<file path="config.mk">
export PLATFORM = sky130hd
export DESIGN_NAME = bresenham_line_rasterizer
export DESIGN_NICKNAME = d
export VERILOG_FILES = /design/src/hw/rtl/brl_pkg.sv /design/src/hw/rtl/bresenham_line_rasterizer.sv
export SDC_FILE = /design/constraint.sdc
export NUM_CORES = 1
export LEC_CHECK = 0
export BUFFER_PORTS_ARGS = -buffer_cell sky130_fd_sc_hd__buf_2
export CAP_MARGIN = 5
export CORE_MARGIN = 1
export CORE_UTILIZATION = 45
export DETAILED_ROUTE_END_ITERATION = 7
export PLACE_DENSITY = 0.7
export SLEW_MARGIN = 20
export SYNTH_ARGS = -nofsm -noshare
export SYNTH_HDL_FRONTEND = slang
export SYNTH_SLANG_ARGS = --single-unit
</file>
<file path="constraint.sdc">
create_clock -name clock -period 9.3 [get_ports clock]
set_clock_uncertainty 0.15 [all_clocks]
set_input_delay 1.395 -clock clock [delete_from_list [all_inputs] [get_ports clock]]
set_output_delay 1.395 -clock clock [all_outputs]
set_load 0.01 [all_outputs]
</file>
<file path="src/hw/rtl/brl_pkg.sv">
`timescale 1ns / 1ps
`default_nettype none
// ----------------------------------------------------------------------------
// brl_pkg
// Shared codes and types for the line rasterizer.
// ----------------------------------------------------------------------------
package brl_pkg;

   // Action codes carried on the request channel.
   localparam logic ACTION_LOAD = 1'b0;
   localparam logic ACTION_TICK = 1'b1;

   // Unit step along one axis: -1, 0 or +1 in two's complement.
   typedef logic signed [1:0] step_type;

   localparam step_type STEP_NEG  = 2'sb11;
   localparam step_type STEP_ZERO = 2'sb00;
   localparam step_type STEP_POS  = 2'sb01;

   // Step pair for one octant move.
   typedef struct packed {
      step_type x;
      step_type y;
   } step_pair_type;

endpackage : brl_pkg
`default_nettype wire

</file>
<file path="src/hw/rtl/bresenham_line_rasterizer.sv">
`timescale 1ns / 1ps
`default_nettype none
// ----------------------------------------------------------------------------
// bresenham_line_rasterizer
// All-octant Bresenham line walker: a load beat sets up a line, each tick
// beat on an active line plots the next pixel of it.
// ----------------------------------------------------------------------------
//
//  channel | prefix | dir | carries
//  --------+--------+-----+---------------------------------------------------
//  request | req_   | in  | action, both endpoints, line color
//  result  | rsp_   | out | pixel x/y, pixel color, last-pixel flag
//
//  One request beat is taken every cycle while req_ready is high; the whole
//  step (line setup or one error-term update) sits between the request ports
//  and the line state and result registers; a tick's pixel reaches rsp_ next cycle.
//  A tick while idle and every load beat produce no result beat.
//  req_ready drops only while a result beat is held and rsp_ready is low;
//  the result register parts the two sides.
//  Synchronous active-high reset leaves the block idle with no result held.
//
module bresenham_line_rasterizer #(
   parameter int COORD_BITS = 12,
   parameter int COLOR_BITS = 4
) (
   input  wire                          clock,
   input  wire                          reset,

   input  wire                          req_valid,
   output logic                         req_ready,
   input  wire                          req_action,
   input  wire signed [COORD_BITS-1:0]  req_x_start,
   input  wire signed [COORD_BITS-1:0]  req_y_start,
   input  wire signed [COORD_BITS-1:0]  req_x_end,
   input  wire signed [COORD_BITS-1:0]  req_y_end,
   input  wire        [COLOR_BITS-1:0]  req_line_color,

   output logic                         rsp_valid,
   input  wire                          rsp_ready,
   output logic signed [COORD_BITS-1:0] rsp_pixel_x,
   output logic signed [COORD_BITS-1:0] rsp_pixel_y,
   output logic        [COLOR_BITS-1:0] rsp_pixel_color,
   output logic                         rsp_last_pixel
);

   // Deltas and the error term need one bit above the coordinate width.
   localparam int WideBits = COORD_BITS + 1;

   // ---------------------------------------------------------------------
   // Line state
   // ---------------------------------------------------------------------
   logic [COORD_BITS-1:0]       cur_x_ff, cur_x_in;
   logic [COORD_BITS-1:0]       cur_y_ff, cur_y_in;
   brl_pkg::step_pair_type      diag_ff, diag_in;
   brl_pkg::step_pair_type      straight_ff, straight_in;
   logic [COORD_BITS-1:0]       major_ff, major_in;
   logic [COORD_BITS-1:0]       minor_ff, minor_in;
   logic [WideBits-1:0]         error_ff, error_in;
   logic [WideBits-1:0]         left_ff, left_in;
   logic                        active_ff, active_in;
   logic [COLOR_BITS-1:0]       color_ff, color_in;

   // Result register
   logic                        rsp_valid_ff, rsp_valid_in;
   logic [COORD_BITS-1:0]       rsp_x_ff, rsp_x_in;
   logic [COORD_BITS-1:0]       rsp_y_ff, rsp_y_in;
   logic [COLOR_BITS-1:0]       rsp_color_ff, rsp_color_in;
   logic                        rsp_last_ff, rsp_last_in;

   logic req_fire;
   logic load_fire;
   logic tick_emit;

   // ---------------------------------------------------------------------
   // Load setup: deltas, magnitudes, signs, axis choice
   // ---------------------------------------------------------------------
   logic signed [WideBits-1:0]  dx_s;
   logic signed [WideBits-1:0]  dy_s;
   logic [WideBits-1:0]         dx_abs;
   logic [WideBits-1:0]         dy_abs;
   logic [COORD_BITS-1:0]       aw;
   logic [COORD_BITS-1:0]       ah;
   brl_pkg::step_type           sx;
   brl_pkg::step_type           sy;
   logic                        x_major;

   // Tick: error update and step choice
   logic [WideBits-1:0]         err_sum;
   logic                        take_diag;
   brl_pkg::step_pair_type      step_sel;

   assign req_ready = !rsp_valid_ff || rsp_ready;
   assign req_fire  = req_valid && req_ready;
   assign load_fire = req_fire && (req_action == brl_pkg::ACTION_LOAD);
   assign tick_emit = req_fire && (req_action == brl_pkg::ACTION_TICK) && active_ff;

   always_comb begin
      dx_s = $signed({req_x_end[COORD_BITS-1], req_x_end})
           - $signed({req_x_start[COORD_BITS-1], req_x_start});
      dy_s = $signed({req_y_end[COORD_BITS-1], req_y_end})
           - $signed({req_y_start[COORD_BITS-1], req_y_start});
      dx_abs = dx_s[WideBits-1] ? WideBits'(-dx_s) : WideBits'(dx_s);
      dy_abs = dy_s[WideBits-1] ? WideBits'(-dy_s) : WideBits'(dy_s);
      // Magnitude never exceeds 2^COORD_BITS - 1.
      aw = dx_abs[COORD_BITS-1:0];
      ah = dy_abs[COORD_BITS-1:0];

      if (dx_s[WideBits-1]) begin
         sx = brl_pkg::STEP_NEG;
      end else if (dx_s != '0) begin
         sx = brl_pkg::STEP_POS;
      end else begin
         sx = brl_pkg::STEP_ZERO;
      end
      if (dy_s[WideBits-1]) begin
         sy = brl_pkg::STEP_NEG;
      end else if (dy_s != '0) begin
         sy = brl_pkg::STEP_POS;
      end else begin
         sy = brl_pkg::STEP_ZERO;
      end

      // Ties go to the y axis: every step is then diagonal.
      x_major = aw > ah;
   end

   always_comb begin
      err_sum   = error_ff + {1'b0, minor_ff};
      take_diag = err_sum >= {1'b0, major_ff};
      step_sel  = take_diag ? diag_ff : straight_ff;
   end

   // ---------------------------------------------------------------------
   // Next-state
   // ---------------------------------------------------------------------
   always_comb begin
      cur_x_in     = cur_x_ff;
      cur_y_in     = cur_y_ff;
      diag_in      = diag_ff;
      straight_in  = straight_ff;
      major_in     = major_ff;
      minor_in     = minor_ff;
      error_in     = error_ff;
      left_in      = left_ff;
      active_in    = active_ff;
      color_in     = color_ff;

      rsp_valid_in = rsp_valid_ff && !rsp_ready;
      rsp_x_in     = rsp_x_ff;
      rsp_y_in     = rsp_y_ff;
      rsp_color_in = rsp_color_ff;
      rsp_last_in  = rsp_last_ff;

      if (load_fire) begin
         // Start a new line, dropping any line in progress.
         cur_x_in   = req_x_start;
         cur_y_in   = req_y_start;
         diag_in.x  = sx;
         diag_in.y  = sy;
         if (x_major) begin
            major_in      = aw;
            minor_in      = ah;
            straight_in.x = sx;
            straight_in.y = brl_pkg::STEP_ZERO;
         end else begin
            major_in      = ah;
            minor_in      = aw;
            straight_in.x = brl_pkg::STEP_ZERO;
            straight_in.y = sy;
         end
         error_in  = {2'b00, major_in[COORD_BITS-1:1]};
         left_in   = {1'b0, major_in} + WideBits'(1);
         color_in  = req_line_color;
         active_in = 1'b1;
      end else if (tick_emit) begin
         // Plot the current pixel, then advance one octant step.
         rsp_valid_in = 1'b1;
         rsp_x_in     = cur_x_ff;
         rsp_y_in     = cur_y_ff;
         rsp_color_in = color_ff;
         rsp_last_in  = left_ff == WideBits'(1);

         error_in  = take_diag ? err_sum - {1'b0, major_ff} : err_sum;
         cur_x_in  = cur_x_ff + {{(COORD_BITS-2){step_sel.x[1]}}, step_sel.x};
         cur_y_in  = cur_y_ff + {{(COORD_BITS-2){step_sel.y[1]}}, step_sel.y};
         left_in   = left_ff - WideBits'(1);
         active_in = left_ff != WideBits'(1);
      end
   end

   // ---------------------------------------------------------------------
   // Registers
   // ---------------------------------------------------------------------
   always_ff @(posedge clock) begin
      if (reset) begin
         cur_x_ff     <= '0;
         cur_y_ff     <= '0;
         diag_ff      <= '0;
         straight_ff  <= '0;
         major_ff     <= '0;
         minor_ff     <= '0;
         error_ff     <= '0;
         left_ff      <= '0;
         active_ff    <= 1'b0;
         color_ff     <= '0;
         rsp_valid_ff <= 1'b0;
      end else begin
         cur_x_ff     <= cur_x_in;
         cur_y_ff     <= cur_y_in;
         diag_ff      <= diag_in;
         straight_ff  <= straight_in;
         major_ff     <= major_in;
         minor_ff     <= minor_in;
         error_ff     <= error_in;
         left_ff      <= left_in;
         active_ff    <= active_in;
         color_ff     <= color_in;
         rsp_valid_ff <= rsp_valid_in;
      end
   end

   // Result payload: no reset needed, qualified by rsp_valid_ff.
   always_ff @(posedge clock) begin
      rsp_x_ff     <= rsp_x_in;
      rsp_y_ff     <= rsp_y_in;
      rsp_color_ff <= rsp_color_in;
      rsp_last_ff  <= rsp_last_in;
   end

   assign rsp_valid       = rsp_valid_ff;
   assign rsp_pixel_x     = rsp_x_ff;
   assign rsp_pixel_y     = rsp_y_ff;
   assign rsp_pixel_color = rsp_color_ff;
   assign rsp_last_pixel  = rsp_last_ff;

   // ---------------------------------------------------------------------
   // Assertions
   // ---------------------------------------------------------------------
   // A new result beat only follows a tick taken on an active line.
   a_rsp_from_tick : assert property (@(posedge clock) disable iff (reset)
      $rose(rsp_valid_ff) |-> $past(tick_emit))
      else $error("result beat without an active tick");

   // An active line always has pixels left to plot.
   a_active_count : assert property (@(posedge clock) disable iff (reset)
      active_ff |-> (left_ff != '0))
      else $error("active line with zero pixels left");

   // The error term stays below a non-zero major length between ticks.
   a_error_bound : assert property (@(posedge clock) disable iff (reset)
      (active_ff && (major_ff != '0)) |-> (error_ff < {1'b0, major_ff}))
      else $error("error term out of range");

   // Plotting the final pixel ends the line.
   a_last_ends : assert property (@(posedge clock) disable iff (reset)
      (tick_emit && (left_ff == WideBits'(1))) |=> !active_ff)
      else $error("line still active after its last pixel");

endmodule : bresenham_line_rasterizer
`default_nettype wire
</file>
==> impl_metrics.tcl <==
set metrics [dict create \
    status "completed" \
    ctsResizeCount 0 \
    area_delta_synth_final_pct 13.7 \
    rsz0062_at_grt "no" \
    cp.required_ns 9.49 \
    path_max_fanout 17 \
    via_count 8373 \
    grt_pass1_wl_um 39000 \
    period_needed_ns 7.52 \
    port_buffers 87 \
    wl_um 24300 \
    endpoint_kind "register" \
    startpoint_type "primary input" \
    ant_nets 0 \
    gp_congestion 0.978 \
    wire_per_inst_um 16.7 \
    numCtsBuffers 17 \
    synth_nets 1258 \
    drcViolationCount 0 \
    cts_root_buf "clkbuf_16" \
    irDropWorstVdd_v 0.000183 \
    tns_ns 0 \
    ys_warn_count 0 \
    antenna_found_initial 1 \
    synth_edf_count 29 \
    fmax_mhz 133 \
    h-tree-depth 4 \
    clock_latency_ns 0.43 \
    grt.overflow.total 0 \
    hold_class "reg -> reg" \
    cpLargestDelayFamily "simple AND/OR/NAND/NOR gates" \
    dieArea_um2 21000 \
    grtUsageTotal 0.241 \
    final-hold-violation-count 0 \
    seq_area_frac_synth 0.287 \
    ys_types 81 \
    mappedNetlistArea_um2 9180 \
    clk_pin_slew_worst_paths_ns 0.06 \
    crit_arrival_ns 7.71 \
    clock_path_buffers 2 \
    cts_tree "done" \
    core_area_um2 19700 \
    max_cap_viol_count 0 \
    ys.flop_type "dfxtp_1" \
    synthArstFlopShare 0 \
    start_util 0.466 \
    path_buf_inv 2 \
    cp_slowest_cell "nor3_4" \
    numClockSinks 117 \
    yosysTopAreaCell "dfxtp_1" \
    synth.top_cell.area_share 0.192 \
    synth-seq-cells 117 \
    grt_max_degree 87 \
    syn-mean-instance-area_um2 8.28 \
    maxSlewViolCount 0 \
    synth_area_leaders "dfxtp_1 (19%), ha_1 (12%), edfxtp_1 (9.5%), xnor2_1 (5.9%), nand2_1 (5.5%)" \
    critical_path.max_stage_delay_ns 0.58 \
    cts_hold_buffers 0 \
    io_pins 88 \
    drt_iter0_drc 613 \
    critPathKind "in -> reg" \
    worstMarginPinSlew_ns 0.967 \
    via_per_inst 5.76 \
    setup_viol 0 \
    num-nets-final 1324 \
    drive_gt1_frac 0.140 \
    slew_headroom 0.355 \
    place_hpwl_um 17900 \
    power_density_nw_per_um2 267 \
    std_cell_rows 51 \
    post-cts-setup-buffers 0 \
    die_y_um 145 \
    grt_pass1_vias 7817 \
    fin_crit_sh 0.809 \
    fp.dieW_um 145 \
    p_leak_nw 4.43 \
    power_mw 2.78 \
    syn-instance-count 1109 \
    firstDrtPassIters 5 \
]
## kinds of logic (layout without fill, tap and decap cells)
| kind of cell | count (synthesis) | count (layout) | share of synthesized area |
|---|---|---|---|
| buffers and inverters | 130 | 209 | 0.0568 |
| AND/OR/NAND/NOR | 351 | 351 | 0.181 |
| AO/OA/AOI/OAI | 294 | 294 | 0.219 |
| XOR/XNOR | 95 | 95 | 0.0906 |
| adder cells (fa/ha/maj) | 92 | 92 | 0.130 |
| multiplexers | 30 | 30 | 0.0349 |
| other | 0 | 1 | 0 |
| flip-flops | 117 | 117 | 0.287 |
## sequential cells by signal, summed over array words and instances, names as in the netlist, 12 cells and up
| register | cells |
|---|---|
| cur_x_ff | 12 |
| cur_y_ff | 12 |
| error_ff | 13 |
| left_ff | 13 |
| major_ff | 12 |
| minor_ff | 12 |
| rsp_pixel_x | 12 |
| rsp_pixel_y | 12 |
## Yosys cell counts, types with 11 or more instances
master      n
o211ai_1   15
mux2i_1    14
nand2b_1   11
edfxtp_1   29
nand2_1   135
o21ai_0    32
dfxtp_1    88
nor2_1     82
a222oi_1   14
clkbuf_1   34
xor2_1     33
ha_1       86
xnor2_1    62
a22oi_1    11
a31oi_1    13
nor4_1     12
o21bai_1   14
mux2_2     16
a21oi_1    96
inv_1      82
nand3_1    24
nor3_1     20
a21o_1     19
## metal layers
metal / track usage / vias up / routed length (um)
li1: - / 4127 / -
met1: 0.317 / 3947 / 11300
met2: 0.387 / 260 / 10900
met3: 0.0553 / 39 / 1720
met4: 0.0776 / 0 / 401
met5: 0 / - / 0
## cell type report
type,instances,area [um2]
Timing Repair Buffer,94,488
Multi-Input combinational cell,862,6050
Clock inverter,13,168
Fill cell,1844,9280
Sequential cell,117,2630
Tap cell,265,332
Antenna cell,1,2.50
Inverter,83,312
Clock buffer,19,453
## where the power goes
part | total, mW | switching, mW | internal, mW
Sequential | 0.616 | 0.0373 | 0.579
Clock | 0.699 | 0.261 | 0.439
Combinational | 1.47 | 0.857 | 0.611
Total | 2.78 | 1.16 | 1.63
## through the flow
step / setup slack, ns / instances / cell area [um2] / utilization / hold slack (ns)
after detailed placement: 1.46 / 1421 / 9810 / 0.498 / 0.268
after global placement: 1.72 / 1421 / 9810 / 0.498 / 0.260
after CTS: 1.86 / 1453 / 10400 / 0.529 / 0.282
final: 1.78 / 1454 / 10400 / 0.529 / 0.280
after global routing: 1.35 / 1453 / 10400 / 0.529 / 0.287
after floorplan: 2.14 / 1109 / 9180 / - / 0.258
## final timing paths
kind / from / end / slack [ns] / cells after the start
hold / removal: color_ff[0] / rsp_pixel_color[0] / 0.28 / 0
setup reg to reg: minor_ff[1] / cur_y_ff[10] / 2.18 / 32
hold reg to reg: color_ff[0] / rsp_pixel_color[0] / 0.28 / 0
setup / recovery: req_x_start[0] / left_ff[10] / 1.78 / 27
## worst reg2reg max path, delay by kind of cell, from the launching register on
| family | cells | cell delay, ns |
|---|---|---|
| mux | 1 | 0.40 |
| xor+xnor | 2 | 0.49 |
| buf+inv | 1 | 0.33 |
| fa+ha+maj | 4 | 1.31 |
| simple gates | 7 | 0.97 |
| flops | 1 | 0.32 |
| compound gates | 17 | 2.95 |
## cell usage in the layout (no fill, tap or decap), drive strengths merged, types with 12 or more instances in the layout
master / synthesis / final
clkbuf: 34 / 19
xor2: 33 / 33
o21ai: 32 / 32
mux2: 16 / 16
o21bai: 14 / 14
a21oi: 97 / 97
nand2: 135 / 135
inv: 82 / 87
a222oi: 14 / 14
mux2i: 14 / 14
xnor2: 62 / 62
edfxtp: 29 / 29
a31oi: 14 / 14
nor3: 21 / 21
nor2: 82 / 82
buf: 13 / 94
o211ai: 15 / 15
ha: 86 / 86
nor4: 12 / 12
dfxtp: 88 / 88
a21o: 19 / 19
nand3: 24 / 24
No activity file was read; power rests on OpenSTA's default activity.
